### config.mk
export PLATFORM = sky130hd
export DESIGN_NAME = weighted_pick_table_flat
export DESIGN_NICKNAME = d
export VERILOG_FILES = /design/src/hw/rtl/wpt_pkg.sv /design/src/hw/rtl/wpt_if.sv /design/src/hw/rtl/wpt_cell.sv /design/src/hw/rtl/weighted_pick_table.sv /design/src/flat_wrapper.sv
export SDC_FILE = /design/constraint.sdc
export NUM_CORES = 1
export LEC_CHECK = 0
export ABC_AREA = 1
export ABC_CLOCK_PERIOD_IN_PS = 9780
export BUFFER_PORTS_ARGS = -buffer_cell sky130_fd_sc_hd__buf_4
export CAP_MARGIN = 25
export CELL_PAD_IN_SITES_DETAIL_PLACEMENT = 0
export CELL_PAD_IN_SITES_GLOBAL_PLACEMENT = 1
export CORE_ASPECT_RATIO = 0.7
export CORE_MARGIN = 4
export CORE_UTILIZATION = 50
export CTS_BUF_LIST = sky130_fd_sc_hd__clkbuf_16
export CTS_CLUSTER_SIZE = 8
export DETAILED_ROUTE_END_ITERATION = 10
export HOLD_SLACK_MARGIN = 0.08
export PLACE_DENSITY_LB_ADDON = 0.3
export SYNTH_ARGS = -nofsm -noshare
export SYNTH_HDL_FRONTEND = slang
export SYNTH_SLANG_ARGS = --single-unit
### constraint.sdc
create_clock -name clk -period 9.78 [get_ports clk]
set_input_delay 0.978 -clock clk [delete_from_list [all_inputs] [get_ports clk]]
set_output_delay 0.978 -clock clk [all_outputs]
set_load 0.05 [all_outputs]
### src/hw/rtl/wpt_pkg.sv
package wpt_pkg;

	// Table geometry.
	localparam int DEPTH = 16;
	localparam int IDX_W = $clog2(DEPTH);
	localparam int CNT_W = $clog2(DEPTH + 1);

	// Request and response field widths.
	localparam int MODE_W   = 3;
	localparam int KEY_W    = 8;
	localparam int WEIGHT_W = 16;
	localparam int INDEX_W  = 4;
	localparam int DRAW_W   = 20;
	localparam int STATUS_W = 2;
	localparam int COUNT_W  = 5;
	localparam int TOTAL_W  = 20;

	// Width of an exact sum over a full table, and compare widths.
	localparam int SUM_W   = WEIGHT_W + $clog2(DEPTH);
	localparam int ICMP_W  = (INDEX_W > CNT_W) ? INDEX_W : CNT_W;
	localparam int DCMP_W  = (DRAW_W > SUM_W) ? DRAW_W : SUM_W;

	typedef enum logic [MODE_W-1:0] {
		OP_APPEND  = 3'd0,
		OP_MERGE   = 3'd1,
		OP_REMOVE  = 3'd2,
		OP_COMPACT = 3'd3,
		OP_CLEAR   = 3'd4,
		OP_ROLL    = 3'd5,
		OP_LOOKUP  = 3'd6
	} op_t;

	typedef enum logic [STATUS_W-1:0] {
		ST_OK    = 2'd0,
		ST_FULL  = 2'd1,
		ST_INDEX = 2'd2,
		ST_DRAW  = 2'd3
	} status_t;

	typedef struct packed {
		logic [KEY_W-1:0]    key;
		logic [WEIGHT_W-1:0] weight;
	} entry_t;

	// Broadcast to every cell: shift toward the head, and load one slot.
	typedef struct packed {
		logic             shift;
		logic             load;
		logic [IDX_W-1:0] slot;
		entry_t           data;
	} cell_ctrl_t;

endpackage

### src/hw/rtl/wpt_if.sv
interface wpt_req_if;
	logic                          valid;
	logic                          ready;
	logic [wpt_pkg::MODE_W-1:0]    mode;
	logic [wpt_pkg::KEY_W-1:0]     key_in;
	logic [wpt_pkg::WEIGHT_W-1:0]  weight_in;
	logic [wpt_pkg::INDEX_W-1:0]   index_in;
	logic [wpt_pkg::DRAW_W-1:0]    draw;

	modport source (output valid, mode, key_in, weight_in, index_in, draw, input ready);
	modport sink (input valid, mode, key_in, weight_in, index_in, draw, output ready);
endinterface

interface wpt_rsp_if;
	logic                          valid;
	logic                          ready;
	logic [wpt_pkg::STATUS_W-1:0]  status;
	logic [wpt_pkg::KEY_W-1:0]     key_out;
	logic [wpt_pkg::WEIGHT_W-1:0]  weight_out;
	logic [wpt_pkg::COUNT_W-1:0]   entry_count;
	logic [wpt_pkg::TOTAL_W-1:0]   weight_total;

	modport source (output valid, status, key_out, weight_out, entry_count, weight_total,
		input ready);
	modport sink (input valid, status, key_out, weight_out, entry_count, weight_total,
		output ready);
endinterface

### src/hw/rtl/wpt_cell.sv
module wpt_cell (
	input  logic                clk,
	input  wpt_pkg::cell_ctrl_t ctrl,
	input  logic [wpt_pkg::IDX_W-1:0] my_slot,
	input  wpt_pkg::entry_t     nbr,
	output wpt_pkg::entry_t     ent
);
	import wpt_pkg::*;

	entry_t ent_q;
	logic   load_here;

	assign load_here = ctrl.load && (ctrl.slot == my_slot);

	// A loaded slot takes the broadcast entry; otherwise it follows its neighbor or holds.
	always_ff @(posedge clk) begin
		if (load_here) begin
			ent_q <= ctrl.data;
		end else if (ctrl.shift) begin
			ent_q <= nbr;
		end
	end

	assign ent = ent_q;

endmodule

### src/hw/rtl/weighted_pick_table.sv
// Weighted pick table: an ordered table of up to DEPTH (16) key/weight pairs with
// roulette-wheel selection. Each request carries a mode (append, merge, remove by
// index, compact, clear, roll, weight lookup) and returns exactly one response with a
// status, a key, a weight, and the entry count and total weight after the request.
// The entries live in a ring of identical cells that hands every entry one place
// toward the head each cycle of a ring walk; a single controller at the head examines
// one entry per cycle of the walk and writes it back at the tail, possibly changed or
// dropped. Clear, mode 7 and the early-out cases (full table, bad index, invalid draw,
// empty table) finish without a walk; append writes the tail slot directly; lookup,
// roll and compact walk the ring once; merge walks it once and then appends when it
// finds no match and the table has room; remove walks it twice, or once when it removes
// the only entry. A previous response that still waits in the output register holds a
// finished request back until it is taken.
// One request is worked on at a time, but a new request is accepted while the
// previous response still waits in the output register.
// The invalid_key register (reset 255) is written through cfg_wr_en/cfg_wr_data and
// should only change while the block is idle.
module weighted_pick_table (
	input  logic                     clk,
	input  logic                     arst_n,
	input  logic                     cfg_wr_en,
	input  logic [wpt_pkg::KEY_W-1:0] cfg_wr_data,
	wpt_req_if.sink                  req,
	wpt_rsp_if.source                rsp
);
	import wpt_pkg::*;

	typedef enum logic [3:0] {
		S_IDLE  = 4'b0001,
		S_ROT   = 4'b0010,
		S_WRITE = 4'b0100,
		S_FIN   = 4'b1000
	} state_t;

	// Control state.
	state_t               state_q;
	logic [CNT_W-1:0]     count_q;
	logic [SUM_W-1:0]     sum_q;
	logic [KEY_W-1:0]     invkey_q;
	logic [CNT_W-1:0]     remain_q;
	logic [CNT_W-1:0]     pushed_q;
	logic [CNT_W-1:0]     pos_q;
	logic                 found_q;
	logic                 phase_b_q;
	logic                 rsp_valid_q;

	// Request payload and working registers.
	op_t                  op_q;
	logic [KEY_W-1:0]     key_q;
	logic [WEIGHT_W-1:0]  weight_q;
	logic [INDEX_W-1:0]   idx_q;
	logic [DRAW_W-1:0]    draw_q;
	entry_t               hold_q;
	logic [SUM_W-1:0]     run_q;
	logic [SUM_W-1:0]     acc_q;
	status_t              status_q;
	logic [KEY_W-1:0]     kout_q;
	logic [WEIGHT_W-1:0]  wout_q;

	// Response register.
	logic [STATUS_W-1:0]  rsp_status_q;
	logic [KEY_W-1:0]     rsp_key_q;
	logic [WEIGHT_W-1:0]  rsp_weight_q;
	logic [COUNT_W-1:0]   rsp_count_q;
	logic [TOTAL_W-1:0]   rsp_total_q;

	// The ring of cells. Cell 0 is the head that the controller examines.
	entry_t               cells [DEPTH];
	entry_t               head;
	cell_ctrl_t           cell_ctrl;

	genvar gi;
	generate
		for (gi = 0; gi < DEPTH; gi++) begin : g_cell
			localparam int NXT = (gi + 1) % DEPTH;
			wpt_cell u_cell (
				.clk     (clk),
				.ctrl    (cell_ctrl),
				.my_slot (IDX_W'(gi)),
				.nbr     (cells[NXT]),
				.ent     (cells[gi])
			);
		end
	endgenerate

	assign head = cells[0];

	// ------------------------------------------------------------------
	// Request acceptance and the first decision on the operation.
	// ------------------------------------------------------------------
	logic     req_fire;
	state_t   start_state;
	status_t  start_status;
	logic [KEY_W-1:0] start_kout;
	logic     count_empty;
	logic     count_full;

	assign req.ready   = (state_q == S_IDLE);
	assign req_fire    = req.valid && req.ready;
	assign count_empty = (count_q == '0);
	assign count_full  = (count_q == CNT_W'(DEPTH));

	always_comb begin
		start_state  = S_FIN;
		start_status = ST_OK;
		start_kout   = req.key_in;
		unique case (op_t'(req.mode))
			OP_APPEND: begin
				if (count_full) begin
					start_status = ST_FULL;
				end else begin
					start_state = S_WRITE;
				end
			end
			OP_MERGE: begin
				// An empty table cannot hold a match, so the pair is appended at once.
				start_state = count_empty ? S_WRITE : S_ROT;
			end
			OP_REMOVE: begin
				if (ICMP_W'(req.index_in) >= ICMP_W'(count_q)) begin
					start_status = ST_INDEX;
				end else begin
					start_state = S_ROT;
				end
			end
			OP_COMPACT, OP_LOOKUP: begin
				start_state = count_empty ? S_FIN : S_ROT;
			end
			OP_ROLL: begin
				start_kout = invkey_q;
				if ((sum_q == '0) || (DCMP_W'(req.draw) >= DCMP_W'(sum_q))) begin
					start_status = ST_DRAW;
				end else begin
					start_state = S_ROT;
				end
			end
			default: begin
				// Clear and the unused mode finish right away.
			end
		endcase
	end

	// ------------------------------------------------------------------
	// One step of a ring walk: the head entry is popped and, unless dropped,
	// pushed back at the tail right behind the entries already handled.
	// ------------------------------------------------------------------
	logic             rot_push;
	entry_t           rot_data;
	logic             rot_hit;
	logic             key_match;
	logic             last;
	logic [SUM_W-1:0] run_next;
	logic [CNT_W-1:0] pushed_next;
	logic [SUM_W-1:0] acc_next;
	logic [CNT_W-1:0] tail_pos;
	logic             found_next;

	assign key_match   = (head.key == key_q);
	assign last        = (remain_q == CNT_W'(1));
	assign run_next    = run_q + SUM_W'(head.weight);
	assign tail_pos    = remain_q - CNT_W'(1) + pushed_q;
	assign pushed_next = pushed_q + CNT_W'(rot_push);
	assign acc_next    = rot_push ? (acc_q + SUM_W'(rot_data.weight)) : acc_q;
	assign found_next  = found_q || rot_hit;

	always_comb begin
		rot_push = 1'b1;
		rot_data = head;
		rot_hit  = 1'b0;
		unique case (op_q)
			OP_MERGE: begin
				// The first matching entry absorbs the weight, wrapping at the field width.
				rot_hit = key_match && !found_q;
				if (rot_hit) begin
					rot_data.weight = head.weight + weight_q;
				end
			end
			OP_REMOVE: begin
				// First pass lifts the last entry out; second pass drops it into the hole.
				if (!phase_b_q) begin
					rot_push = !last;
				end else if (ICMP_W'(pos_q) == ICMP_W'(idx_q)) begin
					rot_data = hold_q;
				end
			end
			OP_COMPACT: begin
				rot_push = (head.weight != '0) && (head.key != invkey_q);
			end
			OP_ROLL: begin
				rot_hit = !found_q && (DCMP_W'(run_next) > DCMP_W'(draw_q));
			end
			OP_LOOKUP: begin
				rot_hit = !found_q && key_match;
			end
			default: begin
			end
		endcase
	end

	// Broadcast to the cells.
	always_comb begin
		cell_ctrl.shift = 1'b0;
		cell_ctrl.load  = 1'b0;
		cell_ctrl.slot  = tail_pos[IDX_W-1:0];
		cell_ctrl.data  = rot_data;
		unique case (state_q)
			S_ROT: begin
				cell_ctrl.shift = 1'b1;
				cell_ctrl.load  = rot_push;
			end
			S_WRITE: begin
				cell_ctrl.load  = 1'b1;
				cell_ctrl.slot  = count_q[IDX_W-1:0];
				cell_ctrl.data  = '{key: key_q, weight: weight_q};
			end
			default: begin
			end
		endcase
	end

	logic rsp_free;
	assign rsp_free = !rsp_valid_q || rsp.ready;

	// ------------------------------------------------------------------
	// Control registers.
	// ------------------------------------------------------------------
	always_ff @(posedge clk or negedge arst_n) begin
		if (!arst_n) begin
			state_q     <= S_IDLE;
			count_q     <= '0;
			sum_q       <= '0;
			invkey_q    <= '1;
			remain_q    <= '0;
			pushed_q    <= '0;
			pos_q       <= '0;
			found_q     <= 1'b0;
			phase_b_q   <= 1'b0;
			rsp_valid_q <= 1'b0;
		end else begin
			if (cfg_wr_en) begin
				invkey_q <= cfg_wr_data;
			end

			if ((state_q == S_FIN) && rsp_free) begin
				rsp_valid_q <= 1'b1;
			end else if (rsp.ready) begin
				rsp_valid_q <= 1'b0;
			end

			unique case (state_q)
				S_IDLE: begin
					if (req_fire) begin
						state_q   <= start_state;
						remain_q  <= count_q;
						pushed_q  <= '0;
						pos_q     <= '0;
						found_q   <= 1'b0;
						phase_b_q <= 1'b0;
						if (op_t'(req.mode) == OP_CLEAR) begin
							count_q <= '0;
							sum_q   <= '0;
						end
					end
				end
				S_ROT: begin
					remain_q <= remain_q - CNT_W'(1);
					pushed_q <= pushed_next;
					pos_q    <= pos_q + CNT_W'(1);
					found_q  <= found_next;
					if (last) begin
						count_q <= pushed_next;
						sum_q   <= acc_next;
						if ((op_q == OP_REMOVE) && !phase_b_q) begin
							if (pushed_next == '0) begin
								state_q <= S_FIN;
							end else begin
								phase_b_q <= 1'b1;
								remain_q  <= pushed_next;
								pushed_q  <= '0;
								pos_q     <= '0;
							end
						end else if ((op_q == OP_MERGE) && !found_next &&
							(pushed_next != CNT_W'(DEPTH))) begin
							state_q <= S_WRITE;
						end else begin
							state_q <= S_FIN;
						end
					end
				end
				S_WRITE: begin
					count_q <= count_q + CNT_W'(1);
					sum_q   <= sum_q + SUM_W'(weight_q);
					state_q <= S_FIN;
				end
				S_FIN: begin
					if (rsp_free) begin
						state_q <= S_IDLE;
					end
				end
				default: begin
					state_q <= S_IDLE;
				end
			endcase
		end
	end

	// ------------------------------------------------------------------
	// Payload and working registers.
	// ------------------------------------------------------------------
	always_ff @(posedge clk) begin
		unique case (state_q)
			S_IDLE: begin
				if (req_fire) begin
					op_q     <= op_t'(req.mode);
					key_q    <= req.key_in;
					weight_q <= req.weight_in;
					idx_q    <= req.index_in;
					draw_q   <= req.draw;
					status_q <= start_status;
					kout_q   <= start_kout;
					wout_q   <= '0;
					run_q    <= '0;
					acc_q    <= '0;
				end
			end
			S_ROT: begin
				run_q <= run_next;
				acc_q <= acc_next;
				if ((op_q == OP_REMOVE) && !phase_b_q && last) begin
					hold_q <= head;
					acc_q  <= '0;
				end
				if (rot_hit && (op_q == OP_ROLL)) begin
					kout_q <= head.key;
				end
				if (rot_hit && (op_q == OP_LOOKUP)) begin
					wout_q <= head.weight;
				end
				if (last && (op_q == OP_MERGE) && !found_next &&
					(pushed_next == CNT_W'(DEPTH))) begin
					status_q <= ST_FULL;
				end
			end
			S_FIN: begin
				if (rsp_free) begin
					rsp_status_q <= status_q;
					rsp_key_q    <= kout_q;
					rsp_weight_q <= wout_q;
					rsp_count_q  <= COUNT_W'(count_q);
					rsp_total_q  <= TOTAL_W'(sum_q);
				end
			end
			default: begin
			end
		endcase
	end

	assign rsp.valid        = rsp_valid_q;
	assign rsp.status       = rsp_status_q;
	assign rsp.key_out      = rsp_key_q;
	assign rsp.weight_out   = rsp_weight_q;
	assign rsp.entry_count  = rsp_count_q;
	assign rsp.weight_total = rsp_total_q;

	// ------------------------------------------------------------------
	// Assertions.
	// ------------------------------------------------------------------
	a_count_bound: assert property (@(posedge clk) disable iff (!arst_n)
		count_q <= CNT_W'(DEPTH))
		else $error("entry count beyond table depth");

	a_empty_sum: assert property (@(posedge clk) disable iff (!arst_n)
		(count_q == '0) |-> (sum_q == '0))
		else $error("empty table with nonzero total weight");

	a_walk_span: assert property (@(posedge clk) disable iff (!arst_n)
		(state_q == S_ROT) |-> ((remain_q != '0) &&
		((remain_q + pushed_q) <= CNT_W'(DEPTH))))
		else $error("ring walk overruns the table");

	a_fin_delivers: assert property (@(posedge clk) disable iff (!arst_n)
		((state_q == S_FIN) && rsp_free) |=> (rsp.valid && (state_q == S_IDLE)))
		else $error("finished request did not reach the response register");

endmodule

### src/flat_wrapper.sv
// flat-port wrapper written by rule: the top's interface ports become plain ports
module weighted_pick_table_flat import wpt_pkg::*;
  (clk, arst_n, cfg_wr_en, cfg_wr_data, req_valid, req_mode, req_key_in, req_weight_in, req_index_in, req_draw, req_ready, rsp_valid, rsp_status, rsp_key_out, rsp_weight_out, rsp_entry_count, rsp_weight_total, rsp_ready);
  wpt_req_if req_i ();
  wpt_rsp_if rsp_i ();
  input  logic clk;
  input  logic arst_n;
  input  logic cfg_wr_en;
  input  logic [wpt_pkg::KEY_W-1:0] cfg_wr_data;
  input wire logic [$bits(req_i.valid)-1:0] req_valid;
  input wire logic [$bits(req_i.mode)-1:0] req_mode;
  input wire logic [$bits(req_i.key_in)-1:0] req_key_in;
  input wire logic [$bits(req_i.weight_in)-1:0] req_weight_in;
  input wire logic [$bits(req_i.index_in)-1:0] req_index_in;
  input wire logic [$bits(req_i.draw)-1:0] req_draw;
  output wire logic [$bits(req_i.ready)-1:0] req_ready;
  output wire logic [$bits(rsp_i.valid)-1:0] rsp_valid;
  output wire logic [$bits(rsp_i.status)-1:0] rsp_status;
  output wire logic [$bits(rsp_i.key_out)-1:0] rsp_key_out;
  output wire logic [$bits(rsp_i.weight_out)-1:0] rsp_weight_out;
  output wire logic [$bits(rsp_i.entry_count)-1:0] rsp_entry_count;
  output wire logic [$bits(rsp_i.weight_total)-1:0] rsp_weight_total;
  input wire logic [$bits(rsp_i.ready)-1:0] rsp_ready;
  assign req_i.valid = req_valid;
  assign req_i.mode = req_mode;
  assign req_i.key_in = req_key_in;
  assign req_i.weight_in = req_weight_in;
  assign req_i.index_in = req_index_in;
  assign req_i.draw = req_draw;
  assign req_ready = req_i.ready;
  assign rsp_valid = rsp_i.valid;
  assign rsp_status = rsp_i.status;
  assign rsp_key_out = rsp_i.key_out;
  assign rsp_weight_out = rsp_i.weight_out;
  assign rsp_entry_count = rsp_i.entry_count;
  assign rsp_weight_total = rsp_i.weight_total;
  assign rsp_i.ready = rsp_ready;
  weighted_pick_table u_core (.clk(clk), .arst_n(arst_n), .cfg_wr_en(cfg_wr_en), .cfg_wr_data(cfg_wr_data), .req(req_i), .rsp(rsp_i));
endmodule
Yosys cells after proc, flatten, opt, wreduce, memory -nomap -nowiden

Index checks and enable logic that the tools add are counted.

Bits in registers: 631
Bits of input ports: 64

$add $sub $neg: 9
Order comparisons: 3
Eq/ne operators: 47
Mux-type cells: 105
Reductions and logical operators: 75

Operators by type and width:

| operator             | number |
|---|---|
| $mux W24             | 34 |
| $mux W20             | 6 |
| $pmux W20 S2         | 2 |
| $mux W5              | 14 |
| $pmux W16 S2         | 2 |
| $add A20 B16 Y20     | 3 |
| $pmux W20 S3         | 1 |
| $mux W16             | 3 |
| $mux W4              | 10 |
| $eq A4 B4 Y1 const B | 9 |
| $reduce_bool A2 Y1   | 18 |
| $mux W8              | 4 |
| $logic_and A1 B1 Y1  | 30 |
| $pmux W5 S2          | 3 |
| $mux W28             | 1 |
| $eq A4 B3 Y1 const B | 5 |
| $ge A20 B20 Y1       | 1 |
| $gt A20 B20 Y1       | 1 |
| $logic_not A20 Y1    | 1 |
| $pmux W4 S5          | 1 |
| $add A16 B16 Y16     | 1 |
| $pmux W4 S4          | 1 |
| $pmux W8 S2          | 1 |
| $reduce_bool A16 Y1  | 1 |
| 37 further kinds     | 86 |

Logic depth before layout (Yosys ltp)

Depth after elaboration: 12
Depth in mapped cells: 29

Cells and area by module

Synthesis repeated with hierarchy kept, for this count alone.

Cell total of the unflattened synthesis: 3828
Area, all modules: 35185.0 sq um

By module, submodules not included:

| module              | instances | cells each | area an instance (sq um) | sequential area each (sq um) |
|---|---|---|---|---|
| wpt_cell            | 16        | 124        | 1224.9                   | 720.7 |
| weighted_pick_table | 1         | 1844       | 15586.2                  | 7153.1 |

Least setup slack after synthesis

Ideal clock, no wire load.

Path kind: reg2reg
Start point: register u_core.g_cell[0].u_cell.ent_q (netlist bit u_core.g_cell[0].u_cell.ent[2])
End point: register u_core.wout_q[0], enable pin
Library setup time: 0.394 ns
Arrival time: 3.775 ns
Required time: 9.386 ns
Path slack: 5.611 ns
Stages on the path, launching flop included: 23
Buffers on the path: 0
Clock period less this slack: 4.169 ns
Cell sequence: edfxtp_1 -> ha_1 -> nand2_1 -> o21ai_0 -> a21oi_1 -> o21ai_0 -> a21o_1 -> nand2_1 -> nand2_1 -> nand2_1 -> nand2_1 -> inv_1 -> ha_1 -> nand2_1 -> nor2_1 -> nand2_1 -> nor2_1 -> nand3_1 -> nand3_1 -> nand2_1 -> nand2_1 -> nand3_1 -> a21oi_1

Cells in the longest elaborated chain, start to end: 7

Ends and longest elaborated chain:

| element                       | RTL line                   | RTL |
|---|---|---|
| start, declared               | wpt_cell.sv:10             | `entry_t ent_q;` |
| start signal, assigned        | wpt_cell.sv:18             | `ent_q <= ctrl.data;` |
| start signal, assigned        | wpt_cell.sv:20             | `ent_q <= nbr;` |
| $add A20 B16 Y20              | weighted_pick_table.sv:160 | `assign run_next = run_q + SUM_W'(head.weight);` |
| named net u_core.run_next[17] | weighted_pick_table.sv:152 | `logic [SUM_W-1:0] run_next;` |
| $gt A20 B20 Y1                | weighted_pick_table.sv:190 | `rot_hit = !found_q && (DCMP_W'(run_next) > DCMP_W'(draw_q));` |
| $logic_and A1 B1 Y1           | weighted_pick_table.sv:190 |  |
| $pmux W1 S2                   | weighted_pick_table.sv:170 | `unique case (op_q)` |
| $logic_and A1 B1 Y1           | weighted_pick_table.sv:336 | `if (rot_hit && (op_q == OP_LOOKUP)) begin` |
| $ne A2 B1 Y1 (no line)        | -                          |  |
| $reduce_and A3 Y1 (no line)   | -                          |  |
| end signal, assigned          | weighted_pick_table.sv:337 | `wout_q <= head.weight;` |
| end, declared                 | weighted_pick_table.sv:58  | `logic [WEIGHT_W-1:0] wout_q;` |

The timed path passes the listed nets, and every way through them passes these cells.
A chain may end at the register's enable or synchronous reset.

Worst setup path in the final report

Start point: register u_core.g_cell[0].u_cell.ent_q (netlist bit u_core.g_cell[0].u_cell.ent[3])
End point: register u_core.kout_q[5], enable pin

Cells in the longest elaborated chain, start to end: 7

Ends and longest elaborated chain:

| element                       | RTL line                   | RTL |
|---|---|---|
| $add A20 B16 Y20              | weighted_pick_table.sv:160 |  |
| named net u_core.run_next[16] | weighted_pick_table.sv:152 |  |
| $gt A20 B20 Y1                | weighted_pick_table.sv:190 |  |
| $logic_and A1 B1 Y1           | weighted_pick_table.sv:190 |  |
| $pmux W1 S2                   | weighted_pick_table.sv:170 |  |
| $logic_and A1 B1 Y1           | weighted_pick_table.sv:333 | `if (rot_hit && (op_q == OP_ROLL)) begin` |
| $ne A2 B1 Y1 (no line)        | -                          |  |
| $reduce_and A3 Y1 (no line)   | -                          |  |
| end signal, assigned          | weighted_pick_table.sv:320 | `kout_q <= start_kout;` |
| end signal, assigned          | weighted_pick_table.sv:334 | `kout_q <= head.key;` |
| end, declared                 | weighted_pick_table.sv:57  | `logic [KEY_W-1:0] kout_q;` |

The timed path passes the listed nets, and every way through them passes these cells.

==> impl_metrics.toml <==
[critical_path]
cp_slowest_stage_delay_ns = 0.68
crit_path_start_kind = "flop"
required_ns = 10.04
r2r_cells = 19
rr_startpoint = "u_core.g_cell[0].u_cell.ent[3]"
crit_chain = "ha_1 > inv_1 > nor3_1 > a21oi_1 > o21ai_0 > nand4_1 > nand2_1 > nand2_1 > nand2_1 > inv_1 > ha_1 > nand2_1 > nor2_1 > nand2_1 > nor2_1 > nand3_1 > nand3_1 > nand2_1 > a21oi_1"
reg2reg_slack_ns = 5.05
crit_type = "reg2reg"
worstPathMaxFanout = 8
arrival_ns = 4.98
path_common_cell = "nand2_1"
cp_slowest_cell = "a21oi_1"
regToRegEndpoint = "u_core.kout_q[5]"
worstSetupEndpointType = "flop"

[clocking]
hold_buffers = 0
htreeDepth = 3
clock-sinks = 631
numCtsBuffers = 88
clock_latency_ns = 0.65
cts_buffer_depth = 3
cts_setup_buffers = 0
clkTransAtPathRegs_ns = 0.06
cts_resized = 0
cts_tree = "done"
cts-root-buf = "clkbuf_16"

[synthesis]
synthTopCellsByCount = "nand2_1 (1,369), edfxtp_1 (576), inv_1 (251)"
ys_top_cells_by_area = "edfxtp_1 (53%), nand2_1 (16%), ha_1 (4.5%), dfrtp_1 (3.5%), inv_1 (2.9%)"
syn-num-nets = 3683
seq_area_frac_synth_pct = 57.40
yosysMostFrequentCell = "nand2_1"
syn_area_mm2 = 0.03255
netlist.area_leader.share_pct = 53.14
synth_async_sr_flop_share_pct = 8.716
ys_ff_latch = 631
synth_area_leader_cell = "edfxtp_1"
yosys_warnings = 0
syn_inst = 3497
avgSynthCellArea_um2 = 9.308
synth_edf_count = 576
synth_flop_cell = "edfxtp_1"
synth_cell_types = 62

[power]
ir_worst_vdd_mv = 0.2015
powerDensity_mw_per_mm2 = 297.9
leakage_nw = 16.08

[cells_and_area]
area_growth_pct = 13.51
instances_no_fill = 4526
final_nets = 3804
num_antenna_cells = 0
drive_above_1_share_pct = 9.625

[sta]
fin_hold_ws_ns = 0.4043
timing.final.crit_period_ns = 4.727
slew_headroom_pct = 30.42
hold_viol_final = 0
drv_slew = 0
setup_viol = 0
fmax_ghz = 0.2116
min_period_over_period_pct = 48.33
worst_pin_slew_ns = 1.041
finalSetupTns_ns = 0
rsz0062_at_grt = "false"
clock_skew_ns = 0.02380

[routing]
firstDrtPassIters = 6
vias = 25660
first_iter_violations = 2981
drt_wl_total_um = 98430
vias_per_cell = 5.670
route.detailed.drc = 0
drtAntennaViolNets = 0
wire_per_inst_um = 21.75

[grt]
grt_pass1_vias = 24010
grt_start_max_net_pins = 56
antenna_found_initial = 3
grt-ovfl-total = 0
grt_pass1_wl_um = 148400
gr-usage-all-layers_pct = 28.01

[die]
placementRows = 77
dieArea_mm2 = 0.06931
ios = 117
die_x_um = 313.0
die_h_um = 221.5
core_mm2 = 0.06378
start_util_pct = 51.04

[place]
dp.cells = 4381
io_buffers = 116
dp_hpwl_um = 71610
place.gp.congestion = 0.9761

[run]
maxCapViolations = 0

[run_status]
status = "completed"

[hold_path]
hold_class = "in2async"
critical path: cells and delay by family (launching register included):
| family | cells | cell delay (ns) |
|---|---|---|
| and+or+nand+nor | 12 | 1.45 |
| AOI/OAI and AO/OA | 3 | 1.44 |
| adders and majority gates | 2 | 0.69 |
| DFF | 1 | 0.60 |
| buffers and inverters | 2 | 0.14 |
worst max-delay path by stage:
| stage | start | cells after the start | to | slack (ns) |
|---|---|---|---|---|
| 3_5_place_dp | u_core.op_q[1] | 13 | u_core.g_cell[0].u_cell.ent[23] | 5.17 |
| 5_1_grt | u_core.remain_q[0] | 16 | u_core.g_cell[7].u_cell.ent[4] | 4.69 |
| 3_3_place_gp | u_core.remain_q[0] | 14 | u_core.g_cell[0].u_cell.ent[20] | 5.27 |
| 6_report | u_core.g_cell[0].u_cell.ent[3] | 19 | u_core.kout_q[5] | 5.05 |
| 2_1_floorplan | u_core.g_cell[0].u_cell.ent[2] | 22 | u_core.wout_q[0] | 5.61 |
| 4_1_cts | u_core.op_q[1] | 13 | u_core.g_cell[0].u_cell.ent[17] | 5.12 |
placed cells by master, fill, tap and decap left out, types with 5 or more instances in the layout:
| cell | count |
|---|---|
| nor2_2 | 6 |
| inv_1 | 284 |
| buf_8 | 5 |
| nand3_1 | 109 |
| dfrtp_1 | 46 |
| nand3_2 | 6 |
| dfstp_2 | 9 |
| buf_4 | 145 |
| nor3_1 | 18 |
| inv_2 | 22 |
| a31oi_1 | 12 |
| o211ai_1 | 24 |
| a22oi_1 | 5 |
| nor4_1 | 10 |
| clkbuf_16 | 91 |
| edfxtp_1 | 576 |
| o22ai_1 | 8 |
| a21boi_0 | 12 |
| buf_16 | 12 |
| a21o_1 | 13 |
| ha_1 | 117 |
| nor2_4 | 13 |
| nand3b_1 | 7 |
| or2_2 | 9 |
| xor2_1 | 31 |
| o21ai_1 | 126 |
| fa_1 | 5 |
| nand4_1 | 34 |
| o21ai_0 | 137 |
| a21oi_1 | 124 |
| nand2_1 | 1368 |
| xnor2_1 | 17 |
| and2_1 | 5 |
| o21bai_1 | 6 |
| nor2_1 | 195 |
kinds of logic after synthesis:
| family | after synthesis | share of synthesized area [%] |
|---|---|---|
| AOI/OAI and AO/OA | 488 | 8.288 |
| xor gates and xnor gates | 49 | 1.342 |
| adders and majority gates | 122 | 4.805 |
| buffers and inverters | 404 | 5.258 |
| DFF | 631 | 57.40 |
| and+or+nand+nor | 1803 | 22.91 |
through the flow:
stage | util, % | area [um2] | total power (W) | setup WS [ns]
6_report | 57.93 | 36950 | 0.01101 | 5.053
3_3_place_gp | 53.41 | 34060 | 0.007951 | 5.274
3_5_place_dp | 53.47 | 34110 | 0.008049 | 5.168
4_1_cts | 57.32 | 36560 | 0.01085 | 5.119
2_1_floorplan | - | 32550 | 0.006712 | 5.611
5_1_grt | 57.93 | 36950 | 0.01161 | 4.692
metal layers:
metal | vias up | wire length [um] | GRT usage (%)
li1 | 11990 | - | -
met2 | 1164 | 37930 | 36.65
met4 | 0 | 1592 | 5.235
met1 | 12370 | 47510 | 45.09
met3 | 143 | 11400 | 9.016
met5 | - | 0 | 0
registers in the layout, indices dropped and copies added (netlist names), 2 cells and up:
| name | cells |
|---|---|
| u_core.rsp.weight_total | 20 |
| u_core.remain_q | 5 |
| u_core.rsp.weight_out | 16 |
| u_core.weight_q | 16 |
| u_core.rsp.key_out | 8 |
| u_core.invkey_q | 8 |
| u_core.idx_q | 4 |
| u_core.wout_q | 16 |
| u_core.state_q | 4 |
| u_core.count_q | 5 |
| u_core.kout_q | 8 |
| u_core.sum_q | 20 |
| u_core.status_q | 2 |
| u_core.key_q | 8 |
| u_core.acc_q | 20 |
| u_core.run_q | 20 |
| u_core.op_q | 3 |
| u_core.pushed_q | 5 |
| u_core.pos_q | 5 |
| u_core.hold_q | 24 |
| u_core.draw_q | 20 |
| u_core.rsp.status | 2 |
| u_core.g_cell.u_cell.ent | 384 |
| u_core.rsp.entry_count | 5 |
layout make-up:
| type | count | area, um2 |
|---|---|---|
| clock buffers | 90 | 2252 |
| flip-flops and latches | 631 | 18680 |
| inverters | 272 | 1021 |
| repair buffers | 163 | 1519 |
| fillers | 5516 | 26830 |
| multi-input cells | 2462 | 12180 |
| well taps | 869 | 1087 |
| clock inverters | 39 | 201.4 |
power breakdown:
part / switching (W) / internal (W) / total (W)
combinational: 0.00293 / 0.00120 / 0.00413
clock: 0.00115 / 0.00163 / 0.00278
sequential: 0.000368 / 0.00373 / 0.00409
Power figures use the tool's default switching activity.
